--- src/hdl/sitr_pkg.sv ---
package sitr_pkg;

	// Radix after clamping: 2 to 16 fits in five bits.
	typedef logic [4:0] radix_t;
	typedef logic [3:0] digit_t;

	localparam radix_t RADIX_MIN = 5'd2;
	localparam radix_t RADIX_MAX = 5'd16;

	// Restoring division retires this many quotient bits per cycle.
	localparam int DIV_STEPS = 8;

	localparam logic [7:0] CHAR_MINUS = 8'h2D;

	localparam logic [7:0] DIGIT_CHARS [16] = '{
		8'h30, 8'h31, 8'h32, 8'h33, 8'h34, 8'h35, 8'h36, 8'h37,
		8'h38, 8'h39, 8'h41, 8'h42, 8'h43, 8'h44, 8'h45, 8'h46
	};

	typedef enum logic [2:0] {
		BK_IDLE,
		BK_DIV,
		BK_SIGN,
		BK_READ,
		BK_SEND
	} back_state_t;

endpackage

--- src/hdl/sitr_in_if.sv ---
interface sitr_in_if #(
	parameter int VALUE_BITS = 32
) ();
	logic                         valid;
	logic                         ready;
	logic signed [VALUE_BITS-1:0] value;
	logic [7:0]                   radix;

	modport source (output valid, value, radix, input ready);
	modport sink (input valid, value, radix, output ready);
endinterface

--- src/hdl/sitr_out_if.sv ---
interface sitr_out_if ();
	logic       valid;
	logic       ready;
	logic [7:0] out_char;
	logic       last;

	modport source (output valid, out_char, last, input ready);
	modport sink (input valid, out_char, last, output ready);
endinterface

--- src/hdl/signed_integer_to_radix_ascii_core.sv ---
// Order of work: an input transaction passes the front-end register and the
// queue before division starts; the divider retires eight quotient bits per
// cycle for each digit; then the sign is sent when negative, the digit store
// is read, and one character leaves per cycle while the output accepts it.
// The back end takes no new item until the last character has been loaded.
// Reset: arst_n clears all control state asynchronously; no clearing pass.
module signed_integer_to_radix_ascii_core #(
	parameter int VALUE_BITS = 32
) (
	input  logic       clk,
	input  logic       arst_n,
	sitr_in_if.sink    din,
	sitr_out_if.source dout
);
	import sitr_pkg::*;

	// Queue entry: sign, clamped radix and unsigned magnitude.
	localparam int QW = VALUE_BITS + 6;

	logic                  f_valid;
	logic                  f_ready;
	logic                  f_neg;
	radix_t                f_radix;
	logic [VALUE_BITS-1:0] f_mag;
	logic                  b_valid;
	logic                  b_ready;
	logic [QW-1:0]         b_data;

	// The front end takes one transaction per cycle while the queue has
	// room; it computes the sign, the unsigned magnitude and the clamped
	// radix, so the back end only has to divide and format.
	sitr_front #(
		.VALUE_BITS(VALUE_BITS)
	) u_front (
		.clk        (clk),
		.arst_n     (arst_n),
		.din        (din),
		.push_valid (f_valid),
		.push_ready (f_ready),
		.push_neg   (f_neg),
		.push_radix (f_radix),
		.push_mag   (f_mag)
	);

	// A two-entry queue lets new transactions arrive while the back end is
	// still dividing or waiting on the output side.
	sitr_fifo #(
		.WIDTH(QW),
		.DEPTH(2)
	) u_fifo (
		.clk      (clk),
		.arst_n   (arst_n),
		.wr_valid (f_valid),
		.wr_ready (f_ready),
		.wr_data  ({f_neg, f_radix, f_mag}),
		.rd_valid (b_valid),
		.rd_ready (b_ready),
		.rd_data  (b_data)
	);

	// The back end produces the digits least significant first into its
	// digit store, then reads them back in reverse through an output
	// register so that the text leaves most significant character first.
	sitr_back #(
		.VALUE_BITS(VALUE_BITS)
	) u_back (
		.clk     (clk),
		.arst_n  (arst_n),
		.q_valid (b_valid),
		.q_ready (b_ready),
		.q_neg   (b_data[QW-1]),
		.q_radix (b_data[QW-2:VALUE_BITS]),
		.q_mag   (b_data[VALUE_BITS-1:0]),
		.dout    (dout)
	);
endmodule

--- src/hdl/sitr_front.sv ---
module sitr_front #(
	parameter int VALUE_BITS = 32
) (
	input  logic                   clk,
	input  logic                   arst_n,
	sitr_in_if.sink                din,
	output logic                   push_valid,
	input  logic                   push_ready,
	output logic                   push_neg,
	output sitr_pkg::radix_t       push_radix,
	output logic [VALUE_BITS-1:0]  push_mag
);
	import sitr_pkg::*;

	logic                  vld_q;
	logic                  neg_q;
	radix_t                rad_q;
	logic [VALUE_BITS-1:0] mag_q;
	logic [VALUE_BITS-1:0] v;
	radix_t                rad_c;
	logic                  take;

	assign v = din.value;
	assign din.ready = !vld_q || push_ready;
	assign take = din.valid && din.ready;

	// Saturate the base into the supported range.
	always_comb begin
		if (din.radix < {3'b000, RADIX_MIN}) begin
			rad_c = RADIX_MIN;
		end else if (din.radix > {3'b000, RADIX_MAX}) begin
			rad_c = RADIX_MAX;
		end else begin
			rad_c = din.radix[4:0];
		end
	end

	always_ff @(posedge clk or negedge arst_n) begin
		if (!arst_n) begin
			vld_q <= 1'b0;
		end else if (take) begin
			vld_q <= 1'b1;
		end else if (push_ready) begin
			vld_q <= 1'b0;
		end
	end

	// The most negative value negates to its own bit pattern, which read
	// unsigned is exactly its magnitude.
	always_ff @(posedge clk) begin
		if (take) begin
			neg_q <= v[VALUE_BITS-1];
			rad_q <= rad_c;
			mag_q <= v[VALUE_BITS-1] ? (~v + 1'b1) : v;
		end
	end

	assign push_valid = vld_q;
	assign push_neg   = neg_q;
	assign push_radix = rad_q;
	assign push_mag   = mag_q;
endmodule

--- src/hdl/sitr_fifo.sv ---
module sitr_fifo #(
	parameter int WIDTH = 38,
	parameter int DEPTH = 2
) (
	input  logic             clk,
	input  logic             arst_n,
	input  logic             wr_valid,
	output logic             wr_ready,
	input  logic [WIDTH-1:0] wr_data,
	output logic             rd_valid,
	input  logic             rd_ready,
	output logic [WIDTH-1:0] rd_data
);
	localparam int PW = (DEPTH > 1) ? $clog2(DEPTH) : 1;
	localparam int CW = $clog2(DEPTH + 1);

	logic [WIDTH-1:0] ent_q [DEPTH];
	logic [PW-1:0]    wp_q;
	logic [PW-1:0]    rp_q;
	logic [CW-1:0]    cnt_q;
	logic             wr;
	logic             rd;

	assign wr_ready = cnt_q != CW'(DEPTH);
	assign rd_valid = cnt_q != '0;
	assign wr = wr_valid && wr_ready;
	assign rd = rd_valid && rd_ready;
	assign rd_data = ent_q[rp_q];

	always_ff @(posedge clk or negedge arst_n) begin
		if (!arst_n) begin
			wp_q  <= '0;
			rp_q  <= '0;
			cnt_q <= '0;
		end else begin
			if (wr) begin
				wp_q <= (wp_q == PW'(DEPTH - 1)) ? '0 : wp_q + 1'b1;
			end
			if (rd) begin
				rp_q <= (rp_q == PW'(DEPTH - 1)) ? '0 : rp_q + 1'b1;
			end
			if (wr && !rd) begin
				cnt_q <= cnt_q + 1'b1;
			end else if (rd && !wr) begin
				cnt_q <= cnt_q - 1'b1;
			end
		end
	end

	always_ff @(posedge clk) begin
		if (wr) begin
			ent_q[wp_q] <= wr_data;
		end
	end
endmodule

--- src/hdl/sitr_back.sv ---
module sitr_back #(
	parameter int VALUE_BITS = 32
) (
	input  logic                  clk,
	input  logic                  arst_n,
	input  logic                  q_valid,
	output logic                  q_ready,
	input  logic                  q_neg,
	input  sitr_pkg::radix_t      q_radix,
	input  logic [VALUE_BITS-1:0] q_mag,
	sitr_out_if.source            dout
);
	import sitr_pkg::*;

	localparam int DIV_W  = ((VALUE_BITS + DIV_STEPS - 1) / DIV_STEPS) * DIV_STEPS;
	localparam int CHUNKS = DIV_W / DIV_STEPS;
	localparam int CKW    = (CHUNKS > 1) ? $clog2(CHUNKS) : 1;
	localparam int IW     = $clog2(VALUE_BITS);
	localparam int CW     = $clog2(VALUE_BITS + 1);

	back_state_t    st_q, st_d;
	logic [DIV_W-1:0] a_q, a_w;
	logic [3:0]     rem_q;
	logic [4:0]     r_w;
	logic [4:0]     t_w;
	radix_t         rad_q;
	logic           neg_q;
	logic [CKW-1:0] ck_q;
	logic [CW-1:0]  cnt_q;
	logic [IW-1:0]  idx_q;
	digit_t         dstore_q [VALUE_BITS];
	digit_t         rd_q;
	logic           ov_q;
	logic [7:0]     oc_q;
	logic           ol_q;

	logic           out_free;
	logic           load;
	logic           digit_end;
	logic           div_done;
	logic           rd_en;
	logic [IW-1:0]  rd_addr;
	logic           out_ld;
	logic [7:0]     out_c;
	logic           out_l;

	// Eight restoring-division steps on the narrow remainder per cycle.
	always_comb begin
		a_w = a_q;
		r_w = {1'b0, rem_q};
		t_w = '0;
		for (int i = 0; i < DIV_STEPS; i++) begin
			t_w = {r_w[3:0], a_w[DIV_W-1]};
			a_w = {a_w[DIV_W-2:0], 1'b0};
			if (t_w >= rad_q) begin
				r_w    = t_w - rad_q;
				a_w[0] = 1'b1;
			end else begin
				r_w = t_w;
			end
		end
	end

	assign out_free  = !ov_q || dout.ready;
	assign digit_end = (st_q == BK_DIV) && (ck_q == '0);
	assign div_done  = digit_end && ((a_w == '0) || (cnt_q + 1'b1 == CW'(VALUE_BITS)));

	always_comb begin
		st_d    = st_q;
		q_ready = 1'b0;
		load    = 1'b0;
		rd_en   = 1'b0;
		rd_addr = idx_q;
		out_ld  = 1'b0;
		out_c   = CHAR_MINUS;
		out_l   = 1'b0;
		unique case (st_q)
			BK_IDLE: begin
				q_ready = 1'b1;
				if (q_valid) begin
					load = 1'b1;
					st_d = BK_DIV;
				end
			end
			BK_DIV: begin
				if (div_done) begin
					st_d = neg_q ? BK_SIGN : BK_READ;
				end
			end
			BK_SIGN: begin
				if (out_free) begin
					out_ld = 1'b1;
					st_d   = BK_READ;
				end
			end
			BK_READ: begin
				rd_en = 1'b1;
				st_d  = BK_SEND;
			end
			BK_SEND: begin
				out_c = DIGIT_CHARS[rd_q];
				out_l = idx_q == '0;
				if (out_free) begin
					out_ld = 1'b1;
					if (idx_q == '0) begin
						st_d = BK_IDLE;
					end else begin
						rd_en   = 1'b1;
						rd_addr = idx_q - 1'b1;
					end
				end
			end
			default: st_d = BK_IDLE;
		endcase
	end

	always_ff @(posedge clk or negedge arst_n) begin
		if (!arst_n) begin
			st_q <= BK_IDLE;
		end else begin
			st_q <= st_d;
		end
	end

	always_ff @(posedge clk or negedge arst_n) begin
		if (!arst_n) begin
			cnt_q <= '0;
			neg_q <= 1'b0;
			ov_q  <= 1'b0;
		end else begin
			if (load) begin
				cnt_q <= '0;
				neg_q <= q_neg;
			end else if (digit_end) begin
				cnt_q <= cnt_q + 1'b1;
			end
			if (out_ld) begin
				ov_q <= 1'b1;
			end else if (dout.ready) begin
				ov_q <= 1'b0;
			end
		end
	end

	always_ff @(posedge clk) begin
		if (load) begin
			a_q   <= DIV_W'(q_mag);
			rem_q <= '0;
			rad_q <= q_radix;
			ck_q  <= CKW'(CHUNKS - 1);
		end else if (st_q == BK_DIV) begin
			a_q <= a_w;
			if (digit_end) begin
				rem_q <= '0;
				ck_q  <= CKW'(CHUNKS - 1);
			end else begin
				rem_q <= r_w[3:0];
				ck_q  <= ck_q - 1'b1;
			end
		end
		if (div_done) begin
			idx_q <= cnt_q[IW-1:0];
		end else if (st_q == BK_SEND && out_ld && idx_q != '0) begin
			idx_q <= idx_q - 1'b1;
		end
		if (out_ld) begin
			oc_q <= out_c;
			ol_q <= out_l;
		end
	end

	// Digit store: one write port during division, one registered read port.
	always_ff @(posedge clk) begin
		if (digit_end) begin
			dstore_q[cnt_q[IW-1:0]] <= r_w[3:0];
		end
	end

	always_ff @(posedge clk) begin
		if (rd_en) begin
			rd_q <= dstore_q[rd_addr];
		end
	end

	assign dout.valid    = ov_q;
	assign dout.out_char = oc_q;
	assign dout.last     = ol_q;

`ifndef NO_ASSERTIONS
	a_cnt_bound: assert property (@(posedge clk) disable iff (!arst_n)
		cnt_q <= CW'(VALUE_BITS))
		else $error("digit count exceeds the store depth");

	a_read_written: assert property (@(posedge clk) disable iff (!arst_n)
		(st_q == BK_READ || st_q == BK_SEND) |-> (CW'(idx_q) < cnt_q))
		else $error("digit read beyond the digits written");

	a_end_marked: assert property (@(posedge clk) disable iff (!arst_n)
		(st_q == BK_SEND && st_d == BK_IDLE) |=> (ov_q && ol_q))
		else $error("text ended without a last character");

	a_sign_first: assert property (@(posedge clk) disable iff (!arst_n)
		(st_q == BK_SIGN && out_ld) |=> (oc_q == CHAR_MINUS && !ol_q))
		else $error("sign character not presented");
`endif
endmodule
--- src/flat_wrapper.sv ---
// flat-port wrapper written by rule: the top's interface ports become plain ports
module signed_integer_to_radix_ascii_core_flat import sitr_pkg::*;
#(
	parameter int VALUE_BITS = 32
)
  (clk, arst_n, din_valid, din_value, din_radix, din_ready, dout_valid, dout_out_char, dout_last, dout_ready);
  sitr_in_if #(.VALUE_BITS(VALUE_BITS)) din_i ();
  sitr_out_if dout_i ();
  input  logic clk;
  input  logic arst_n;
  input wire logic [$bits(din_i.valid)-1:0] din_valid;
  input wire logic [$bits(din_i.value)-1:0] din_value;
  input wire logic [$bits(din_i.radix)-1:0] din_radix;
  output wire logic [$bits(din_i.ready)-1:0] din_ready;
  output wire logic [$bits(dout_i.valid)-1:0] dout_valid;
  output wire logic [$bits(dout_i.out_char)-1:0] dout_out_char;
  output wire logic [$bits(dout_i.last)-1:0] dout_last;
  input wire logic [$bits(dout_i.ready)-1:0] dout_ready;
  assign din_i.valid = din_valid;
  assign din_i.value = din_value;
  assign din_i.radix = din_radix;
  assign din_ready = din_i.ready;
  assign dout_valid = dout_i.valid;
  assign dout_out_char = dout_i.out_char;
  assign dout_last = dout_i.last;
  assign dout_i.ready = dout_ready;
  signed_integer_to_radix_ascii_core #(.VALUE_BITS(VALUE_BITS)) u_core (.clk(clk), .arst_n(arst_n), .din(din_i), .dout(dout_i));
endmodule
--- config.mk ---
export PLATFORM = sky130hd
export DESIGN_NAME = signed_integer_to_radix_ascii_core_flat
export DESIGN_NICKNAME = d
export VERILOG_FILES = /design/src/hdl/sitr_pkg.sv /design/src/hdl/sitr_in_if.sv /design/src/hdl/sitr_out_if.sv /design/src/hdl/signed_integer_to_radix_ascii_core.sv /design/src/hdl/sitr_front.sv /design/src/hdl/sitr_fifo.sv /design/src/hdl/sitr_back.sv /design/src/flat_wrapper.sv
export SDC_FILE = /design/constraint.sdc
export NUM_CORES = 1
export LEC_CHECK = 0
export BUFFER_PORTS_ARGS = -buffer_cell sky130_fd_sc_hd__buf_2
export CAP_MARGIN = 20
export CORE_UTILIZATION = 56
export DETAILED_ROUTE_END_ITERATION = 16
export PLACE_DENSITY = 0.81
export SYNTH_ARGS = -nofsm -noshare
export SYNTH_HDL_FRONTEND = slang
export SYNTH_SLANG_ARGS = --single-unit
--- constraint.sdc ---
create_clock -name clk -period 13.15 [get_ports clk]
set_input_delay 0 -clock clk [delete_from_list [all_inputs] [get_ports clk]]
set_output_delay 0 -clock clk [all_outputs]
set_load 0.02 [all_outputs]
==> key figures <==
Synth
  – Most repeated cell in the gate-level netlist after synthesis: sky130_fd_sc_hd__edfxtp_1
  – Flip-flop cell with the highest count after synthesis: sky130_fd_sc_hd__edfxtp_1
  – Syn nets: 1246
  – Flops & latches, synth: 318
  – Area share of the largest cell type after synthesis: 59.1%
  – FFs w/ async S/R, synth: 5.03%
  – Netlist Area Pre-Place: 0.0150 mm^2
  – Fraction of the yosys area taken by sequential cells: 62.6%
  – Yosys cell types: 61
  – EDFF count, synth: 296
  – Yosys warnings: 0
  – Top area cells in the synthesized netlist: sky130_fd_sc_hd__edfxtp_1, sky130_fd_sc_hd__mux2i_1, sky130_fd_sc_hd__ha_1
  – Dominant cell type by area after synthesis: sky130_fd_sc_hd__edfxtp_1
  – Cells after synthesis: 1144
  – Average footprint of a synthesized cell: 13.1 um^2
  – Cell types with the highest counts after synthesis: sky130_fd_sc_hd__edfxtp_1, sky130_fd_sc_hd__nand2_1, sky130_fd_sc_hd__mux2i_1

Drt
  – Count of vias placed by the detailed router: 9541
  – Antenna Nets Post-Route: 0
  – Number of DRC markers in iteration 0: 854
  – TritonRoute pass-1 iters: 13
  – Final WL: 30500 um
  – Routed via count divided by cell count: 5.91
  – Post-detailed-route DRC marker count: 4
  – Average wire per cell in the routed design: 18.9 um

Final layout
  – Synth-to-Final Area Change: 14.8%
  – Count of inserted antenna diode cells: 0
  – Final-stage net count: 1357
  – Fraction of final layout cells with drive strength greater than 1: 11.7%
  – Post-route non-filler standard cell count: 1614

Floorplan
  – Full die area: 0.0275 mm^2
  – Starting utilization of the core area: 57.4%
  – Die Width: 166 um
  – Core Region: 0.0262 mm^2
  – Height of the die: 166 um
  – # rows: 59
  – Top-level port count: 55

Clocking
  – Clock buffers created by TritonCTS: 31
  – Clock-pin transition on the worst setup and hold timing paths: 0.07 ns
  – Number of clock sinks: 318
  – CTS Root Buffer Type: sky130_fd_sc_hd__clkbuf_16
  – Clock tree from TritonCTS: yes
  – Buffers from clock root to sink, at most: 3
  – Count of H-tree levels built during CTS: 1
  – Number of setup buffers added after CTS: 0
  – Clock Latency Late Sink: 0.55 ns

Placed design
  – Number of placed instances, taps included: 1498
  – IO buf count: 53
  – Post-DP HPWL: 19700 um
  – Final GP Congestion: 0.877
  – Dpl ws: 0.597 ns

Worst setup path
  – Critical Path Sink Type: register
  – Depth of the most critical reg-to-reg path: 47
  – Setup CP Type: register to register
  – Sort of element at the start of the critical path: register
  – RR Startpoint: u_core.u_back.rad_q[1]
  – Highest fanout seen on the critical path: 33
  – CP required: 13.58 ns
  – Data arrival time of the critical path: 12.72 ns
  – Library cell contributing the largest single delay on the critical path: sky130_fd_sc_hd__edfxtp_1
  – Most numerous cell on the critical path: sky130_fd_sc_hd__a21o_1
  – Delay of the slowest cell on the worst path: 0.65 ns
  – Register-to-register setup slack: 0.87 ns
  – Reg-to-reg endpoint: u_core.u_back.rem_q[2]

GRT
  – Largest net degree at the start of global routing: 65
  – Antenna violations before repair: 0
  – All-layer global routing usage: 22.2%
  – Vias in the first global route: 9651
  – First-pass GRT wire length: 49000 um
  – GRT Residual Overflow: 0

STA
  – Pins Over Slew Limit: 0
  – Sum of negative setup slack: 0 ns
  – Relative slew margins: 41.0%
  – Highest clock frequency the design can meet: 0.0814 GHz
  – Final clock period utilization by the worst path: 93.4%
  – Setup violation total in the final timing report: 0
  – RSZ-0062 raised after global routing: yes
  – Worst clock skew on the final layout: 0.0163 ns
  – Min setup slack post-route: 0.867 ns
  – Final-layout worst hold slack: 0.205 ns
  – Transition time of the tightest slew-check pin: 0.885 ns
  – Fin crit period: 12.28 ns
  – Number of hold violations in the final report: 0

Hold path
  – Hold-critical path depth: 3
  – Worst Hold Endpoint: u_core.u_front.push_valid
  – Hold WC Path Type: input pin to register
  – Worst min-delay path startpoint: din_valid

Power
  – Total power: 2.29 mW
  – Power per unit of standard cell area: 133 mW/mm^2
  – Leakage power summed over all cells: 6.74 nW
  – Max rail drop VDD: 0.0914 mV

Run status
  – Failing checks: design-rule violations
  – Result of the run: finished, violations left

Run
  – Number of max-cap violations: 0
## through the flow
stage / area, um^2 / utilization (%)
finish: 17300 / 65.9
global route: 17300 / 65.9
CTS: 17200 / 65.7
detailed placement: 15600 / 59.6
global placement: 15600 / 59.6
floorplan: 15000 / -
## per-layer routing
layer | routed length (um) | global-route usage [%] | vias to the layer above
met1 | 12300 | 27.9 | 4631
met3 | 1540 | 2.81 | 80
met2 | 15500 | 39.2 | 325
met5 | 0 | 0 | -
met4 | 1090 | 9.14 | 0
li1 | - | - | 4505
## layout make-up
cell class	count	area, um^2
clock inverters	11	161
multi-input cells	716	5210
repair buffers	124	973
fillers	1770	8940
flip-flops and latches	318	9410
well taps	335	419
clock buffers	46	852
inverters	64	240
## cells by family (layout without fill, tap and decap cells)
family / count (synthesis) / in the layout / share of synthesized area (%)
AOI/OAI and AO/OA: 220 / 220 / 9.82
xor gates and xnor gates: 57 / 57 / 3.32
adders and majority gates: 58 / 58 / 5.22
buffers and inverters: 110 / 245 / 3.01
DFF: 318 / 318 / 62.6
muxes: 106 / 106 / 7.24
other: 1 / 1 / 0.0249
and+or+nand+nor: 274 / 274 / 8.82
## repair_timing
action	4_1_cts	5_1_grt
endpoints found under the hold margin	57	0
hold buffers	57	0
endpoints found under the setup margin	0	143
resized for setup	0	3
## worst max path at each step
| stage | start | to | slack, ns | cells after the start |
|---|---|---|---|---|
| CTS | u_core.u_back.rad_q[1] | u_core.u_back.idx_q[2] | 0.52 | 46 |
| floorplan | u_core.u_back.rad_q[1] | u_core.u_back.dstore_q[0][3] | 0.79 | 45 |
| global route | u_core.u_back.rad_q[1] | u_core.u_back.rem_q[2] | -0.003 | 46 |
| detailed placement | u_core.u_back.rad_q[1] | u_core.u_back.idx_q[2] | 0.60 | 46 |
| global placement | u_core.u_back.rad_q[1] | u_core.u_back.idx_q[2] | 1.06 | 45 |
| finish | u_core.u_back.rad_q[1] | u_core.u_back.rem_q[2] | 0.87 | 47 |
## state kept, by name, summed over array words and instances (netlist names), 2 cells and up
name / flops
u_core.u_back.a_q: 32
u_core.u_back.ck_q: 2
u_core.u_back.cnt_q: 6
u_core.u_back.dout.out_char: 7
u_core.u_back.dstore_q: 128
u_core.u_back.idx_q: 5
u_core.u_back.rad_q: 5
u_core.u_back.rd_q: 4
u_core.u_back.rem_q: 4
u_core.u_back.st_q: 3
u_core.u_fifo.cnt_q: 2
u_core.u_fifo.ent_q: 76
u_core.u_front.push_mag: 32
u_core.u_front.push_radix: 5
## power breakdown
group	switching (mW)	leakage [nW]	internal (mW)	total (mW)
Combinational	0.0918	3.22	0.0592	0.151
Sequential	0.0341	3.04	1.22	1.26
Clock	0.359	0.486	0.526	0.885
## worst max-delay path: cells and delay by family, from the launching register on
| kind | cells | cell delay (ns) |
|---|---|---|
| flip-flops | 1 | 0.65 |
| multiplexers | 7 | 2.51 |
| adder cells (fa/ha/maj) | 8 | 2.22 |
| AO/OA/AOI/OAI | 24 | 5.85 |
| buffers and inverters | 6 | 0.69 |
| AND/OR/NAND/NOR | 2 | 0.21 |
## cell usage in the layout, fill, tap and decap left out, types with 6 or more instances in the layout
cell                            synthesis  routed
sky130_fd_sc_hd__a211oi_1              29      29
sky130_fd_sc_hd__a21o_1                19      18
sky130_fd_sc_hd__a21oi_1               47      46
sky130_fd_sc_hd__a32oi_1               10      10
sky130_fd_sc_hd__buf_2                 11      53
sky130_fd_sc_hd__buf_4                  3      11
sky130_fd_sc_hd__clkbuf_1              26      13
sky130_fd_sc_hd__clkbuf_16              0      31
sky130_fd_sc_hd__dfrtp_1               16      15
sky130_fd_sc_hd__dfxtp_1                6       6
sky130_fd_sc_hd__dlygate4sd3_1          0      57
sky130_fd_sc_hd__edfxtp_1             296     296
sky130_fd_sc_hd__fa_1                   8       8
sky130_fd_sc_hd__ha_1                  50      50
sky130_fd_sc_hd__inv_1                 64      64
sky130_fd_sc_hd__mux2_2                22      22
sky130_fd_sc_hd__mux2i_1               84      84
sky130_fd_sc_hd__nand2_1               93      93
sky130_fd_sc_hd__nand2b_1               9       9
sky130_fd_sc_hd__nand3_1               17      17
sky130_fd_sc_hd__nand4_1                9       9
sky130_fd_sc_hd__nor2_1                80      79
sky130_fd_sc_hd__nor2b_1                7       7
sky130_fd_sc_hd__nor3_1                14      14
sky130_fd_sc_hd__nor4_1                 9       8
sky130_fd_sc_hd__o21ai_0               50      49
sky130_fd_sc_hd__o31ai_1               11      11
sky130_fd_sc_hd__o41ai_1                6       6
sky130_fd_sc_hd__or3_1                  8       8
sky130_fd_sc_hd__or4_1                  6       6
sky130_fd_sc_hd__xnor2_1               51      51
sky130_fd_sc_hd__xor2_1                 6       6
Power figures use the tool's default switching activity.
